<file path="src/sv/sha256_pkg.sv">
// Package with SHA-256 constants, types and round functions.
package sha256_pkg;

  localparam int unsigned WordW = 32;

  typedef logic [WordW-1:0] word_t;

  // One queued beat between the front and back parts.
  typedef struct packed {
    logic [7:0] data_byte;
    logic       has_byte;
    logic       end_of_message;
  } item_t;

  localparam word_t InitHash [8] = '{
    32'h6A09E667, 32'hBB67AE85, 32'h3C6EF372, 32'hA54FF53A,
    32'h510E527F, 32'h9B05688C, 32'h1F83D9AB, 32'h5BE0CD19
  };

  localparam word_t RoundConst [64] = '{
    32'h428A2F98, 32'h71374491, 32'hB5C0FBCF, 32'hE9B5DBA5,
    32'h3956C25B, 32'h59F111F1, 32'h923F82A4, 32'hAB1C5ED5,
    32'hD807AA98, 32'h12835B01, 32'h243185BE, 32'h550C7DC3,
    32'h72BE5D74, 32'h80DEB1FE, 32'h9BDC06A7, 32'hC19BF174,
    32'hE49B69C1, 32'hEFBE4786, 32'h0FC19DC6, 32'h240CA1CC,
    32'h2DE92C6F, 32'h4A7484AA, 32'h5CB0A9DC, 32'h76F988DA,
    32'h983E5152, 32'hA831C66D, 32'hB00327C8, 32'hBF597FC7,
    32'hC6E00BF3, 32'hD5A79147, 32'h06CA6351, 32'h14292967,
    32'h27B70A85, 32'h2E1B2138, 32'h4D2C6DFC, 32'h53380D13,
    32'h650A7354, 32'h766A0ABB, 32'h81C2C92E, 32'h92722C85,
    32'hA2BFE8A1, 32'hA81A664B, 32'hC24B8B70, 32'hC76C51A3,
    32'hD192E819, 32'hD6990624, 32'hF40E3585, 32'h106AA070,
    32'h19A4C116, 32'h1E376C08, 32'h2748774C, 32'h34B0BCB5,
    32'h391C0CB3, 32'h4ED8AA4A, 32'h5B9CCA4F, 32'h682E6FF3,
    32'h748F82EE, 32'h78A5636F, 32'h84C87814, 32'h8CC70208,
    32'h90BEFFFA, 32'hA4506CEB, 32'hBEF9A3F7, 32'hC67178F2
  };

  // Byte position at which the length field starts in the final block.
  localparam logic [5:0] LenPos = 6'd56;

  typedef enum logic [4:0] {
    StIdle  = 5'b00001,
    StPad   = 5'b00010,
    StRound = 5'b00100,
    StFold  = 5'b01000,
    StOut   = 5'b10000
  } core_state_e;

  function automatic word_t rotr(word_t x, int unsigned n);
    rotr = (x >> n) | (x << (WordW - n));
  endfunction

  function automatic word_t big_s0(word_t x);
    big_s0 = rotr(x, 2) ^ rotr(x, 13) ^ rotr(x, 22);
  endfunction

  function automatic word_t big_s1(word_t x);
    big_s1 = rotr(x, 6) ^ rotr(x, 11) ^ rotr(x, 25);
  endfunction

  function automatic word_t small_s0(word_t x);
    small_s0 = rotr(x, 7) ^ rotr(x, 18) ^ (x >> 3);
  endfunction

  function automatic word_t small_s1(word_t x);
    small_s1 = rotr(x, 17) ^ rotr(x, 19) ^ (x >> 10);
  endfunction

endpackage

</file>
<file path="src/sv/sha256_fifo.sv">
// Two-entry queue that carries input beats from the front part to the core.
module sha256_fifo
  import sha256_pkg::*;
(
  input  logic  clk_i,
  input  logic  rst_ni,
  input  logic  push_i,
  input  item_t push_data_i,
  output logic  full_o,
  input  logic  pop_i,
  output item_t pop_data_o,
  output logic  empty_o
);

  item_t      mem_q [2];
  logic       wr_ptr_q, rd_ptr_q;
  logic [1:0] count_q;

  assign full_o     = (count_q == 2'd2);
  assign empty_o    = (count_q == 2'd0);
  assign pop_data_o = mem_q[rd_ptr_q];

  always_ff @(posedge clk_i) begin
    if (push_i && !full_o) begin
      mem_q[wr_ptr_q] <= push_data_i;
    end
  end

  always_ff @(posedge clk_i or negedge rst_ni) begin
    if (!rst_ni) begin
      wr_ptr_q <= 1'b0;
      rd_ptr_q <= 1'b0;
      count_q  <= 2'd0;
    end else begin
      if (push_i && !full_o) wr_ptr_q <= ~wr_ptr_q;
      if (pop_i && !empty_o) rd_ptr_q <= ~rd_ptr_q;
      count_q <= count_q + 2'((push_i && !full_o) ? 1 : 0)
                         - 2'((pop_i && !empty_o) ? 1 : 0);
    end
  end

  a_no_overflow: assert property (@(posedge clk_i) disable iff (!rst_ni)
    count_q != 2'd3) else $error("queue count out of range");
  a_empty_stable: assert property (@(posedge clk_i) disable iff (!rst_ni)
    empty_o && !push_i |=> empty_o) else $error("queue filled without push");
  a_full_grow: assert property (@(posedge clk_i) disable iff (!rst_ni)
    full_o && !pop_i |=> full_o) else $error("queue drained without pop");

endmodule

</file>
<file path="src/sv/sha256_core.sv">
// SHA-256 back part: block packing, padding, 64 rounds and digest output.
module sha256_core
  import sha256_pkg::*;
(
  input  logic        clk_i,
  input  logic        rst_ni,
  input  logic        item_valid_i,
  input  item_t       item_i,
  output logic        item_pop_o,
  output logic        out_valid_o,
  input  logic        out_stall_i,
  output logic [31:0] digest_word_o,
  output logic [2:0]  word_index_o,
  output logic        last_word_o
);

  core_state_e state_q, state_d;
  word_t       hash_q [8];
  word_t       wv_q [8];
  word_t       win_q [16];
  logic [5:0]  bcnt_q;
  logic [63:0] bitlen_q;
  logic [5:0]  round_q;
  logic        final_q;  // current compression belongs to padding
  logic [2:0]  oidx_q;

  // Pending padding after a block compressed by the last data byte.
  logic pend_q;
  // Set once the zero fill has reached the length field of the final block.
  logic len_q;
  // Set when the compression in flight holds the length field.
  logic pad_done_q;

  // Byte fed by the padding sequencer.
  logic [7:0]  pad_byte;
  logic [7:0]  wr_byte;
  logic        wr_en;
  logic [5:0]  pad_sel;
  word_t       w_new, w_cur, t1, t2;

  assign pad_sel = bcnt_q - LenPos;
  always_comb begin
    if (final_q) begin
      // final_q here marks that the 0x80 byte went in already.
      if (len_q) begin
        pad_byte = bitlen_q[8'd63 - {pad_sel[2:0], 3'b000} -: 8];
      end else begin
        pad_byte = 8'h00;
      end
    end else begin
      pad_byte = 8'h80;
    end
  end

  assign item_pop_o = (state_q == StIdle) && item_valid_i;
  assign wr_en   = item_pop_o ? item_i.has_byte : (state_q == StPad);
  assign wr_byte = item_pop_o ? item_i.data_byte : pad_byte;

  assign w_new = small_s1(win_q[4'(round_q - 6'd2)]) + win_q[4'(round_q - 6'd7)]
               + small_s0(win_q[4'(round_q - 6'd15)]) + win_q[round_q[3:0]];
  assign w_cur = (round_q >= 6'd16) ? w_new : win_q[round_q[3:0]];
  assign t1 = wv_q[7] + big_s1(wv_q[4])
            + ((wv_q[4] & wv_q[5]) ^ (~wv_q[4] & wv_q[6]))
            + RoundConst[round_q] + w_cur;
  assign t2 = big_s0(wv_q[0])
            + ((wv_q[0] & wv_q[1]) ^ (wv_q[0] & wv_q[2]) ^ (wv_q[1] & wv_q[2]));

  logic pad_done;  // length field ends the final block
  assign pad_done = len_q && (bcnt_q == 6'd63);

  always_comb begin
    state_d = state_q;
    case (state_q)
      StIdle: begin
        if (item_pop_o) begin
          if (item_i.has_byte && bcnt_q == 6'd63) state_d = StRound;
          else if (item_i.end_of_message)         state_d = StPad;
        end
      end
      StPad:   if (bcnt_q == 6'd63) state_d = StRound;
      StRound: if (round_q == 6'd63) state_d = StFold;
      StFold: begin
        if (pad_done_q)             state_d = StOut;
        else if (final_q || pend_q) state_d = StPad;
        else                        state_d = StIdle;
      end
      StOut:   if (!out_stall_i && oidx_q == 3'd7) state_d = StIdle;
      default: state_d = StIdle;
    endcase
  end

  always_ff @(posedge clk_i or negedge rst_ni) begin
    if (!rst_ni) begin
      state_q  <= StIdle;
      hash_q   <= InitHash;
      bcnt_q   <= 6'd0;
      bitlen_q <= 64'd0;
      round_q  <= 6'd0;
      final_q  <= 1'b0;
      pend_q   <= 1'b0;
      len_q    <= 1'b0;
      oidx_q   <= 3'd0;
    end else begin
      state_q <= state_d;
      if (wr_en) bcnt_q <= bcnt_q + 6'd1;
      if (item_pop_o && item_i.has_byte) bitlen_q <= bitlen_q + 64'd8;
      if (item_pop_o) pend_q <= item_i.end_of_message && item_i.has_byte
                                && bcnt_q == 6'd63;
      if (state_q == StPad) final_q <= 1'b1;
      if (state_q == StPad && bcnt_q == LenPos - 6'd1) len_q <= 1'b1;
      if (state_q == StRound) round_q <= round_q + 6'd1;
      if (state_q == StFold) begin
        for (int i = 0; i < 8; i++) hash_q[i] <= hash_q[i] + wv_q[i];
        pend_q <= 1'b0;
      end
      if (state_q == StOut && !out_stall_i) begin
        oidx_q <= oidx_q + 3'd1;
        if (oidx_q == 3'd7) begin
          hash_q   <= InitHash;
          bitlen_q <= 64'd0;
          final_q  <= 1'b0;
          len_q    <= 1'b0;
        end
      end
    end
  end

  always_ff @(posedge clk_i or negedge rst_ni) begin
    if (!rst_ni) begin
      pad_done_q <= 1'b0;
    end else if (state_q == StPad && pad_done) begin
      pad_done_q <= 1'b1;
    end else if (state_q == StOut) begin
      pad_done_q <= 1'b0;
    end
  end

  always_ff @(posedge clk_i) begin
    if (wr_en) begin
      if (bcnt_q[1:0] == 2'd0) begin
        win_q[bcnt_q[5:2]] <= {wr_byte, 24'd0};
      end else begin
        win_q[bcnt_q[5:2]][8'(8'd31 - {bcnt_q[1:0], 3'b000}) -: 8] <= wr_byte;
      end
    end
    if (state_q == StRound) begin
      win_q[round_q[3:0]] <= w_cur;
      wv_q[7] <= wv_q[6];
      wv_q[6] <= wv_q[5];
      wv_q[5] <= wv_q[4];
      wv_q[4] <= wv_q[3] + t1;
      wv_q[3] <= wv_q[2];
      wv_q[2] <= wv_q[1];
      wv_q[1] <= wv_q[0];
      wv_q[0] <= t1 + t2;
    end else begin
      wv_q <= hash_q;
    end
  end

  assign out_valid_o   = (state_q == StOut);
  assign digest_word_o = hash_q[oidx_q];
  assign word_index_o  = oidx_q;
  assign last_word_o   = (oidx_q == 3'd7);

  a_onehot: assert property (@(posedge clk_i) disable iff (!rst_ni)
    $onehot(state_q)) else $error("core state not one-hot");
  a_no_pop_busy: assert property (@(posedge clk_i) disable iff (!rst_ni)
    item_pop_o |-> state_q == StIdle) else $error("beat taken while busy");
  a_round_wrap: assert property (@(posedge clk_i) disable iff (!rst_ni)
    state_q == StFold |-> round_q == 6'd0) else $error("round count off");

endmodule

</file>
<file path="src/sv/sha256_hash_engine.sv">
// Top level of the SHA-256 hash engine: input queue and compression core.
// A byte that fills a block starts a compression of 64 rounds and a fold;
// an end-of-message beat adds padding, one or two compressions, then eight
// digest beats, one per cycle when taken. The core takes one byte per cycle
// between blocks and none while it pads, compresses or outputs, since it has
// a single round unit. Reset restores the initial hash.
module sha256_hash_engine
  import sha256_pkg::*;
(
  input  logic        clk_i,
  input  logic        rst_ni,
  input  logic        in_valid_i,
  output logic        in_stall_o,
  input  logic [7:0]  data_byte_i,
  input  logic        has_byte_i,
  input  logic        end_of_message_i,
  output logic        out_valid_o,
  input  logic        out_stall_i,
  output logic [31:0] digest_word_o,
  output logic [2:0]  word_index_o,
  output logic        last_word_o
);

  // The front part queues beats so the sender can keep going while a block
  // compresses; idle beats that carry neither a byte nor an end mark are
  // dropped here since they change nothing.
  item_t in_item, q_item;
  logic  q_full, q_empty, q_pop, push;

  assign in_item = '{data_byte: data_byte_i, has_byte: has_byte_i,
                     end_of_message: end_of_message_i};
  assign in_stall_o = q_full;
  assign push = in_valid_i && (has_byte_i || end_of_message_i);

  sha256_fifo u_fifo (
    .clk_i      (clk_i),
    .rst_ni     (rst_ni),
    .push_i     (push),
    .push_data_i(in_item),
    .full_o     (q_full),
    .pop_i      (q_pop),
    .pop_data_o (q_item),
    .empty_o    (q_empty)
  );

  sha256_core u_core (
    .clk_i        (clk_i),
    .rst_ni       (rst_ni),
    .item_valid_i (!q_empty),
    .item_i       (q_item),
    .item_pop_o   (q_pop),
    .out_valid_o  (out_valid_o),
    .out_stall_i  (out_stall_i),
    .digest_word_o(digest_word_o),
    .word_index_o (word_index_o),
    .last_word_o  (last_word_o)
  );

  a_out_hold: assert property (@(posedge clk_i) disable iff (!rst_ni)
    out_valid_o && out_stall_i |=> out_valid_o && $stable(word_index_o))
    else $error("output beat dropped under stall");
  a_last_index: assert property (@(posedge clk_i) disable iff (!rst_ni)
    out_valid_o |-> last_word_o == (word_index_o == 3'd7))
    else $error("last word flag mismatch");
  a_stall_full: assert property (@(posedge clk_i) disable iff (!rst_ni)
    in_stall_o |-> !q_empty) else $error("stall with empty queue");

endmodule
</file>
<file path="config.mk">
export PLATFORM = sky130hd
export DESIGN_NAME = sha256_hash_engine
export DESIGN_NICKNAME = d
export VERILOG_FILES = /design/src/sv/sha256_pkg.sv /design/src/sv/sha256_fifo.sv /design/src/sv/sha256_core.sv /design/src/sv/sha256_hash_engine.sv
export SDC_FILE = /design/constraint.sdc
export NUM_CORES = 2
export LEC_CHECK = 0
export ABC_CLOCK_PERIOD_IN_PS = 19500
export BUFFER_PORTS_ARGS = -buffer_cell sky130_fd_sc_hd__buf_2
export CAP_MARGIN = 20
export CORE_MARGIN = 5
export CORE_UTILIZATION = 30
export DETAILED_ROUTE_END_ITERATION = 8
export SETUP_SLACK_MARGIN = 0.5
export SYNTH_ARGS = -nofsm -noshare
export SYNTH_HDL_FRONTEND = slang
export SYNTH_HIERARCHICAL = 1
export SYNTH_SLANG_ARGS = --single-unit
</file>
<file path="constraint.sdc">
create_clock -name clk_i -period 19.5 [get_ports clk_i]
set_clock_uncertainty 0.1 [all_clocks]
set_input_delay 1.95 -clock clk_i [delete_from_list [all_inputs] [get_ports clk_i]]
set_output_delay 1.95 -clock clk_i [all_outputs]
set_load 0.005 [all_outputs]
</file>
; ---- After elaboration in Yosys (flattened, before gate mapping)
; Memory sizes are Yosys's and may differ from the RTL's.
; Index checks and enable logic that the tools add are counted.
[classes]
add_sub_neg = 31
order_cmp = 3
n_eq_ne = 15
shift = 3
muxes = 83
bitwise_logic = 63
reduce_logical = 24
[op_table]
columns = cell, n
row1 = $mux W256, 4
row2 = $add A32 B32 Y32, 18
row3 = $xor A32 B32 Y32, 9
row4 = $mux W32, 8
row5 = $mux W64, 3
row6 = $and A32 B32 Y32, 5
row7 = $bmux W32 S3, 1
row8 = $shiftx A71 B9 Y8, 1
row9 = $add A64 B4 Y64 const B, 1
row10 = $mux W1, 54
row11 = $shift A8 B10 Y39 const A, 1
row12 = $shiftx A8 B10 Y39, 1
row13 = $mux W5, 7
row14 = $not A32 Y32, 1
row15 = $or A1 B1 Y1, 32
row16 = $or A10 B32 Y32, 1
row17 = $or A13 B32 Y32, 1
row18 = $or A14 B32 Y32, 1
row19 = $or A15 B32 Y32, 1
row20 = $or A19 B32 Y32, 1
row21 = $or A21 B32 Y32, 1
row22 = $or A25 B32 Y32, 1
row23 = $or A26 B32 Y32, 1
row24 = $or A30 B32 Y32, 1
row25 = other kinds (41), 67
[totals]
register_bits = 604
ramBits = 532
mem_bits_ro = 2048
n_memories = 3
[mem_list]
columns = name, depth, width, rd, rd_ports_with_merged_regs, write_ports, line
row1 = (no name shown), 64, 32, 1, 0, 0, sha256_core.sv:64  ; + RoundConst[round_q] + w_cur;
row2 = u_core.win_q, 16, 32, 4, 0, 1, sha256_core.sv:20  ; word_t win_q [16];
row3 = u_fifo.mem_q, 2, 10, 1, 0, 1, sha256_fifo.sv:15  ; item_t mem_q [2];

; ---- Depth between registers and ports, before layout
; An unclocked memory read counts as a cell.
[logic_depth]
depth_word = 12
depth_mapped = 63
ltp_nobuf = 54

; ---- Modules after synthesis
; The synthesis kept the hierarchy.
[modules_own_cells]
columns = mod, instances, cells_per_inst, area_each_um2, seq_area_each_um2
row1 = sha256_core, 1, 7788, 80738.7, 29204.3
row2 = sha256_fifo, 1, 49, 924.6, 700.7
row3 = sha256_hash_engine, 1, 2, 11.3, 0.0

; ---- Least setup slack after synthesis
; No wires, ideal clock.
[synth_timing]
kind = register to register
from = reg u_core.round_q[0]
to = reg u_core/wv_q[254] in the netlist's numbering
setup_ns = 0.127
t_arrival_ns = 13.279
path_slack_ns = 5.994
stages_incl_launch_ff = 63
n_path_buf = 10
cell_sequence = dfrtp_1 -> buf_6 -> buf_12 -> buf_4 -> buf_4 -> buf_2 -> buf_2 -> clkinv_1 -> ha_1 -> buf_2 -> buf_2 -> buf_1 -> clkbuf_1 -> mux4_2 -> mux4_2 -> xnor2_1 -> xnor2_1 -> fa_1 -> [... 27 more ...] -> a21o_1 -> a21o_1 -> a21o_1 -> xor2_1 -> inv_1 -> fa_1 -> inv_1 -> ha_1 -> o21ai_0 -> nand2b_1 -> a21oi_1 -> a31oi_1 -> o21ai_1 -> o21ai_0 -> o41a_1 -> a21oi_1 -> xor2_1 -> o21ai_1
[synth_via]
elab_chain_cells = 12
[synth_rtl]
columns = item, line
row1 = "start, declared", sha256_core.sv:23  ; logic [5:0] round_q;
row2 = "start signal, assigned", sha256_core.sv:111  ; if (state_q == StRound) round_q <= round_q + 6'd1;
row3 = $sub A4 B2 Y4, sha256_core.sv:59  ; assign w_new = small_s1(win_q[4'(round_q - 6'd2)]) + win_q[4'(round_q - 6'd7)]
row4 = $mem_v2 Z16 W32, --
row5 = $or A15 B32 Y32 or $or A13 B32 Y32 (tied branches), sha256_pkg.sv:51  ; rotr = (x >> n) | (x << (WordW - n));
row6 = $xor A32 B32 Y32, sha256_pkg.sv:67  ; small_s1 = rotr(x, 17) ^ rotr(x, 19) ^ (x >> 10);
row7 = $xor A32 B22 Y32, sha256_pkg.sv:67
row8 = $add A32 B32 Y32, sha256_core.sv:59
row9 = $add A32 B32 Y32 (2 in series), sha256_core.sv:60  ; + small_s0(win_q[4'(round_q - 6'd15)]) + win_q[round_q[3:0]];
row10 = $mux W32, sha256_core.sv:61  ; assign w_cur = (round_q >= 6'd16) ? w_new : win_q[round_q[3:0]];
row11 = $add A32 B32 Y32 *, sha256_core.sv:64
row12 = $add A32 B32 Y32 *, sha256_core.sv:155  ; wv_q[0] <= t1 + t2;
row13 = $mux W256 *, sha256_core.sv:146  ; if (state_q == StRound) begin
row14 = "end signal, assigned", sha256_core.sv:157  ; wv_q <= hash_q;
row15 = "end, declared", sha256_core.sv:19  ; word_t wv_q [8];
; Mark *: on every way between the ends. The rest lies on a longest branch, timed or not. The select of a mux whose other input is x is not followed.
; A chain may end at the register's enable or synchronous reset.

; ---- Worst setup path after layout
[layout_timing]
from = reg u_core.round_q[0]
to = reg u_core/wv_q[255] in the netlist's numbering
; Same word-level chain as after synthesis.

==> results.md <==
Yosys:
- The synthesized area per cell is 10.4 µm².
- The number of flops mapped to enable cells by yosys is 532.
- The cell count after synthesis came out at 7839.
- Sequential elements use 36.6% of the synthesized area.
- The number of synthesized register bits is 1133.
- The total nets after synthesis is 8464.
- The area of the mapped netlist is 81700 µm².
- After synthesis, the share of flip-flops with an asynchronous set or reset is 30.5%.
- The most used flip-flop cell after synthesis is sky130_fd_sc_hd__edfxtp_1.
- For this run, the number of Yosys warnings is 6.
- The post-synthesis cell type count is 100.

Run status:
- The flow ran to the end, and the final reports show no timing, DRC or antenna violations.

Routing:
- After detailed routing, the average wire length per cell comes to 25.6 µm.
- The total length of routed wires is 293000 µm.
- The number of optimization iterations in the first detailed-route pass is 6.
- The routed via count is 64600.
- The number of nets still failing antenna checks after routing is 0.
- The residual DRC count is 0.
- In this run, the number of DRC markers left after iteration 0 of detailed routing was 7492.
- Using the TritonRoute via totals, the vias-per-cell ratio works out to 5.64.

Placed design:
- Summed over all nets, the half-perimeter wirelength after detailed placement is 214000 µm.
- The quantity of I/O buffers inserted on ports is 51.
- Once placement finished, the instance area stood at 86100 µm².
- The routability congestion estimate from global placement is 0.954.
- The setup slack at placement is 4.41 ns.

Floorplanning:
- The overall die height is 532 µm.
- The initial utilization of the core area, before any placement, comes to 30.1%.
- The die covers 283000 µm².
- The number of ports placed on the die boundary is 52.
- The number of placement rows is 191.
- The floorplan step defined a core boundary enclosing 271000 µm².
- The die outline width is 532 µm.

Clock tree:
- The H-tree generated during clock tree synthesis spans 4 levels.
- The clock passes through at most 4 buffers.
- The clock transition at the register clock pins on the worst setup and hold paths after CTS is 0.06 ns.
- The later pin in the worst-skew pair is clocked with a latency of 0.83 ns.
- Buffers inserted during clock tree synthesis total 143.
- In this run, post-CTS hold repair placed 0 buffers.
- Post-CTS timing repair inserted 0 buffers for setup.
- TritonCTS built the clock tree.
- The cell sitting at the root of the clock tree is a sky130_fd_sc_hd__clkbuf_16.
- The total of cells resized after clock tree synthesis is 0.
- The total number of clock tree sinks is 1133.

Min path:
- The count of cells along the worst hold path is 2.
- The path type of the worst min-delay path is reg2reg.

Layout:
- With fillers left out, the area of the finished cells amounts to 90900 µm².
- The final-stage net count is 8397.
- From synthesis to final layout, the design area changed by 11.3%.
- The proportion of layout cells with a drive suffix above 1 is 15.7%.

STA:
- The slew at the pin with the worst max-slew slack is 1.21 ns.
- The final critical path time including I/O delays and setup is 15.40 ns.
- The worst-case headroom to the max-slew limit is 19.6%.
- Timing would allow up to 0.0649 GHz.
- Dividing the final minimum period by the clock period gives 79.0%.
- The final hold violation count is 0.
- The number of setup violations in the final report is 0.
- The final worst-path setup slack is 4.10 ns.
- Setup repair after global routing left no endpoint under its margin.
- The total negative slack for setup checks is 0 ns.
- The number of pins with negative max-slew slack in the final report was 0.

Worst setup path:
- The dominant cell type by count on the critical path is sky130_fd_sc_hd__fa_1.
- The highest net fanout along the worst path is 114.
- The largest single stage delay on the critical path is 0.97 ns.
- Data on the critical path is required at its endpoint by 20.05 ns.
- For this design, the slowest cell found on the critical path is sky130_fd_sc_hd__dfrtp_4.
- Measured in cells, the most critical reg-to-reg path has a length of 46.
- The startpoint kind of the worst setup timing path is a register.
- The nature of the critical path endpoint is a register.
- The endpoint arrival time on the critical path is 15.96 ns.
- By startpoint and endpoint, the worst setup path is classified as reg2reg.

GRT:
- The remaining global-route overflow is 0.
- The number of antenna violations at the first check in global routing is 6.
- The first global-routing pass estimated 428000 µm of wire.
- The via count of the first global-routing pass is 62700.
- The maximum number of pins on one net before global-route repair is 192.
- The total routing resource utilization after global routing is 19.9%.

Job:
- The count of maximum capacitance violations is 0.
-- per-layer routing --
layer	global-route usage [%]	up-vias	wire length [µm]
li1	-	28300	-
met1	26.3	32500	120000
met2	32.1	3117	134000
met3	3.26	718	23200
met4	9.05	2	15700
met5	0	-	13
-- final timing paths --
path / startpoint / end / slack, ns
worst min register to register: u_core/wv_q[42] / u_core/wv_q[10] / 0.32
min in group asynchronous: rst_ni / u_core/hash_q[241] / 1.08
worst max-delay path: u_core/round_q[0] / u_core/wv_q[255] / 4.10
max in group asynchronous: rst_ni / u_core/hash_q[74] / 15.62
worst min-delay path: u_core/wv_q[42] / u_core/wv_q[10] / 0.32
worst max register to register: u_core/round_q[0] / u_core/wv_q[255] / 4.10
-- cell usage in the layout, fill, tap and decap left out, types with 38 or more instances in the layout --
| cell type | netlist | layout |
|---|---|---|
| sky130_fd_sc_hd__nand2_1 | 1147 | 1146 |
| sky130_fd_sc_hd__inv_1 | 488 | 487 |
| sky130_fd_sc_hd__clkbuf_16 | 0 | 146 |
| sky130_fd_sc_hd__edfxtp_1 | 532 | 532 |
| sky130_fd_sc_hd__o21a_1 | 48 | 48 |
| sky130_fd_sc_hd__o211ai_1 | 84 | 84 |
| sky130_fd_sc_hd__o22ai_1 | 46 | 42 |
| sky130_fd_sc_hd__o21bai_1 | 51 | 51 |
| sky130_fd_sc_hd__dfstp_2 | 137 | 137 |
| sky130_fd_sc_hd__a211oi_1 | 44 | 44 |
| sky130_fd_sc_hd__nand2b_1 | 63 | 63 |
| sky130_fd_sc_hd__nor2b_1 | 55 | 55 |
| sky130_fd_sc_hd__nor3_1 | 90 | 90 |
| sky130_fd_sc_hd__a21oi_1 | 532 | 530 |
| sky130_fd_sc_hd__o21ai_0 | 391 | 388 |
| sky130_fd_sc_hd__o221ai_1 | 50 | 50 |
| sky130_fd_sc_hd__a21o_1 | 213 | 213 |
| sky130_fd_sc_hd__nand3_1 | 106 | 104 |
| sky130_fd_sc_hd__fa_1 | 195 | 195 |
| sky130_fd_sc_hd__dfxtp_1 | 256 | 256 |
| sky130_fd_sc_hd__dfrtp_1 | 208 | 199 |
| sky130_fd_sc_hd__ha_1 | 416 | 412 |
| sky130_fd_sc_hd__xor2_1 | 238 | 238 |
| sky130_fd_sc_hd__nand4_1 | 38 | 38 |
| sky130_fd_sc_hd__mux2_2 | 79 | 79 |
| sky130_fd_sc_hd__mux4_2 | 494 | 494 |
| sky130_fd_sc_hd__mux2i_1 | 148 | 148 |
| sky130_fd_sc_hd__buf_4 | 11 | 155 |
| sky130_fd_sc_hd__a31oi_1 | 42 | 42 |
| sky130_fd_sc_hd__nor2_1 | 403 | 401 |
| sky130_fd_sc_hd__xnor2_1 | 388 | 388 |
| sky130_fd_sc_hd__buf_2 | 43 | 52 |
-- sequential cells by signal, indices dropped and copies added, names as in the netlist --
register	count
u_fifo/wr_ptr_q	1
u_core/pend_q	1
u_fifo/count_q	2
u_core/word_index_o	3
u_fifo/rd_ptr_q	1
u_core/wv_q	256
u_core/state_q	5
u_core/len_q	1
u_core/round_q	6
u_core/bcnt_q	6
u_fifo/mem_q	20
u_core/win_q	512
u_core/final_q	1
u_core/pad_done_q	1
u_core/hash_q	256
u_core/bitlen_q	61
-- worst max-delay path, delay by kind of cell (launching register included) --
kind	cells	cell delay (ns)
xor+xnor	4	0.67
flops	1	0.97
compound gates	16	3.91
buf+inv	7	1.85
simple gates	5	0.76
mux	3	1.56
fa+ha+maj	11	5.19
-- through the flow --
stage | cells | hold slack (ns) | utilization (%)
after floorplan | 7839 | 0.331 | -
after global placement | 11200 | 0.343 | 31.7
after detailed placement | 11200 | 0.350 | 31.8
after CTS | 11400 | 0.324 | 33.5
after global routing | 11500 | 0.347 | 33.6
final | 11500 | 0.324 | 33.6
-- area by class of cell --
type                            count  area [µm²]
Sequential cell                  1133       29900
Inverter                          493        1850
Tap cell                         3570        4470
Antenna cell                        2        5.00
Clock inverter                     69         768
Clock buffer                      183        3900
Timing Repair Buffer              229        1770
Multi-Input combinational cell   5772       48200
Fill cell                       27200      180000
-- cell usage after synthesis (11+ instances only) --
| master | instances | area [µm²] |
|---|---|---|
| sky130_fd_sc_hd__nand4_1 | 38 | 238 |
| sky130_fd_sc_hd__a211o_1 | 11 | 96.3 |
| sky130_fd_sc_hd__o31ai_1 | 31 | 233 |
| sky130_fd_sc_hd__o211ai_1 | 84 | 631 |
| sky130_fd_sc_hd__a21o_1 | 213 | 1600 |
| sky130_fd_sc_hd__a21oi_1 | 532 | 2660 |
| sky130_fd_sc_hd__ha_1 | 416 | 5200 |
| sky130_fd_sc_hd__nand2_1 | 1147 | 4310 |
| sky130_fd_sc_hd__o21bai_1 | 51 | 383 |
| sky130_fd_sc_hd__xor2_1 | 238 | 2080 |
| sky130_fd_sc_hd__nand2b_1 | 63 | 394 |
| sky130_fd_sc_hd__nor3_1 | 90 | 450 |
| sky130_fd_sc_hd__a31oi_1 | 42 | 263 |
| sky130_fd_sc_hd__mux2_2 | 79 | 890 |
| sky130_fd_sc_hd__and2_1 | 15 | 93.8 |
| sky130_fd_sc_hd__inv_1 | 488 | 1830 |
| sky130_fd_sc_hd__a211oi_1 | 44 | 330 |
| sky130_fd_sc_hd__or3_1 | 36 | 225 |
| sky130_fd_sc_hd__mux2i_1 | 148 | 1480 |
| sky130_fd_sc_hd__o221ai_1 | 50 | 438 |
| sky130_fd_sc_hd__edfxtp_1 | 532 | 16000 |
| sky130_fd_sc_hd__and3_1 | 39 | 244 |
| sky130_fd_sc_hd__nor2b_1 | 55 | 344 |
| sky130_fd_sc_hd__a221oi_1 | 36 | 315 |
| sky130_fd_sc_hd__o21ai_0 | 391 | 1960 |
| sky130_fd_sc_hd__o21ai_1 | 29 | 145 |
| sky130_fd_sc_hd__buf_2 | 43 | 215 |
| sky130_fd_sc_hd__mux4_2 | 494 | 11100 |
| sky130_fd_sc_hd__dfxtp_1 | 256 | 5120 |
| sky130_fd_sc_hd__dfstp_2 | 137 | 3600 |
| sky130_fd_sc_hd__o22ai_1 | 46 | 288 |
| sky130_fd_sc_hd__fa_1 | 195 | 3900 |
| sky130_fd_sc_hd__clkbuf_1 | 318 | 1190 |
| sky130_fd_sc_hd__xnor2_1 | 388 | 3400 |
| sky130_fd_sc_hd__buf_4 | 11 | 82.6 |
| sky130_fd_sc_hd__dfrtp_1 | 208 | 5200 |
| sky130_fd_sc_hd__nor2_1 | 403 | 1510 |
| sky130_fd_sc_hd__buf_1 | 65 | 244 |
| sky130_fd_sc_hd__o21a_1 | 48 | 360 |
| sky130_fd_sc_hd__nand3_1 | 106 | 531 |
| sky130_fd_sc_hd__or2_2 | 33 | 206 |
-- logic make-up (layout without fill, tap and decap cells) --
logic type                 count (synthesis)  in the layout  share of synthesized area [%]
and+or+nand+nor                         2080           2080                           11.0
AOI/OAI and AO/OA                       1717           1717                           13.1
DFF                                     1133           1133                           36.6
xor gates and xnor gates                 629            629                           6.79
other                                      0              2                              0
buffers and inverters                    934            974                           4.46
adders and majority gates                615            615                           11.2
muxes                                    731            731                           16.8
Power is not shown: default switching activity piles up to over one toggle a cycle in this logic, so the estimate is an artifact.
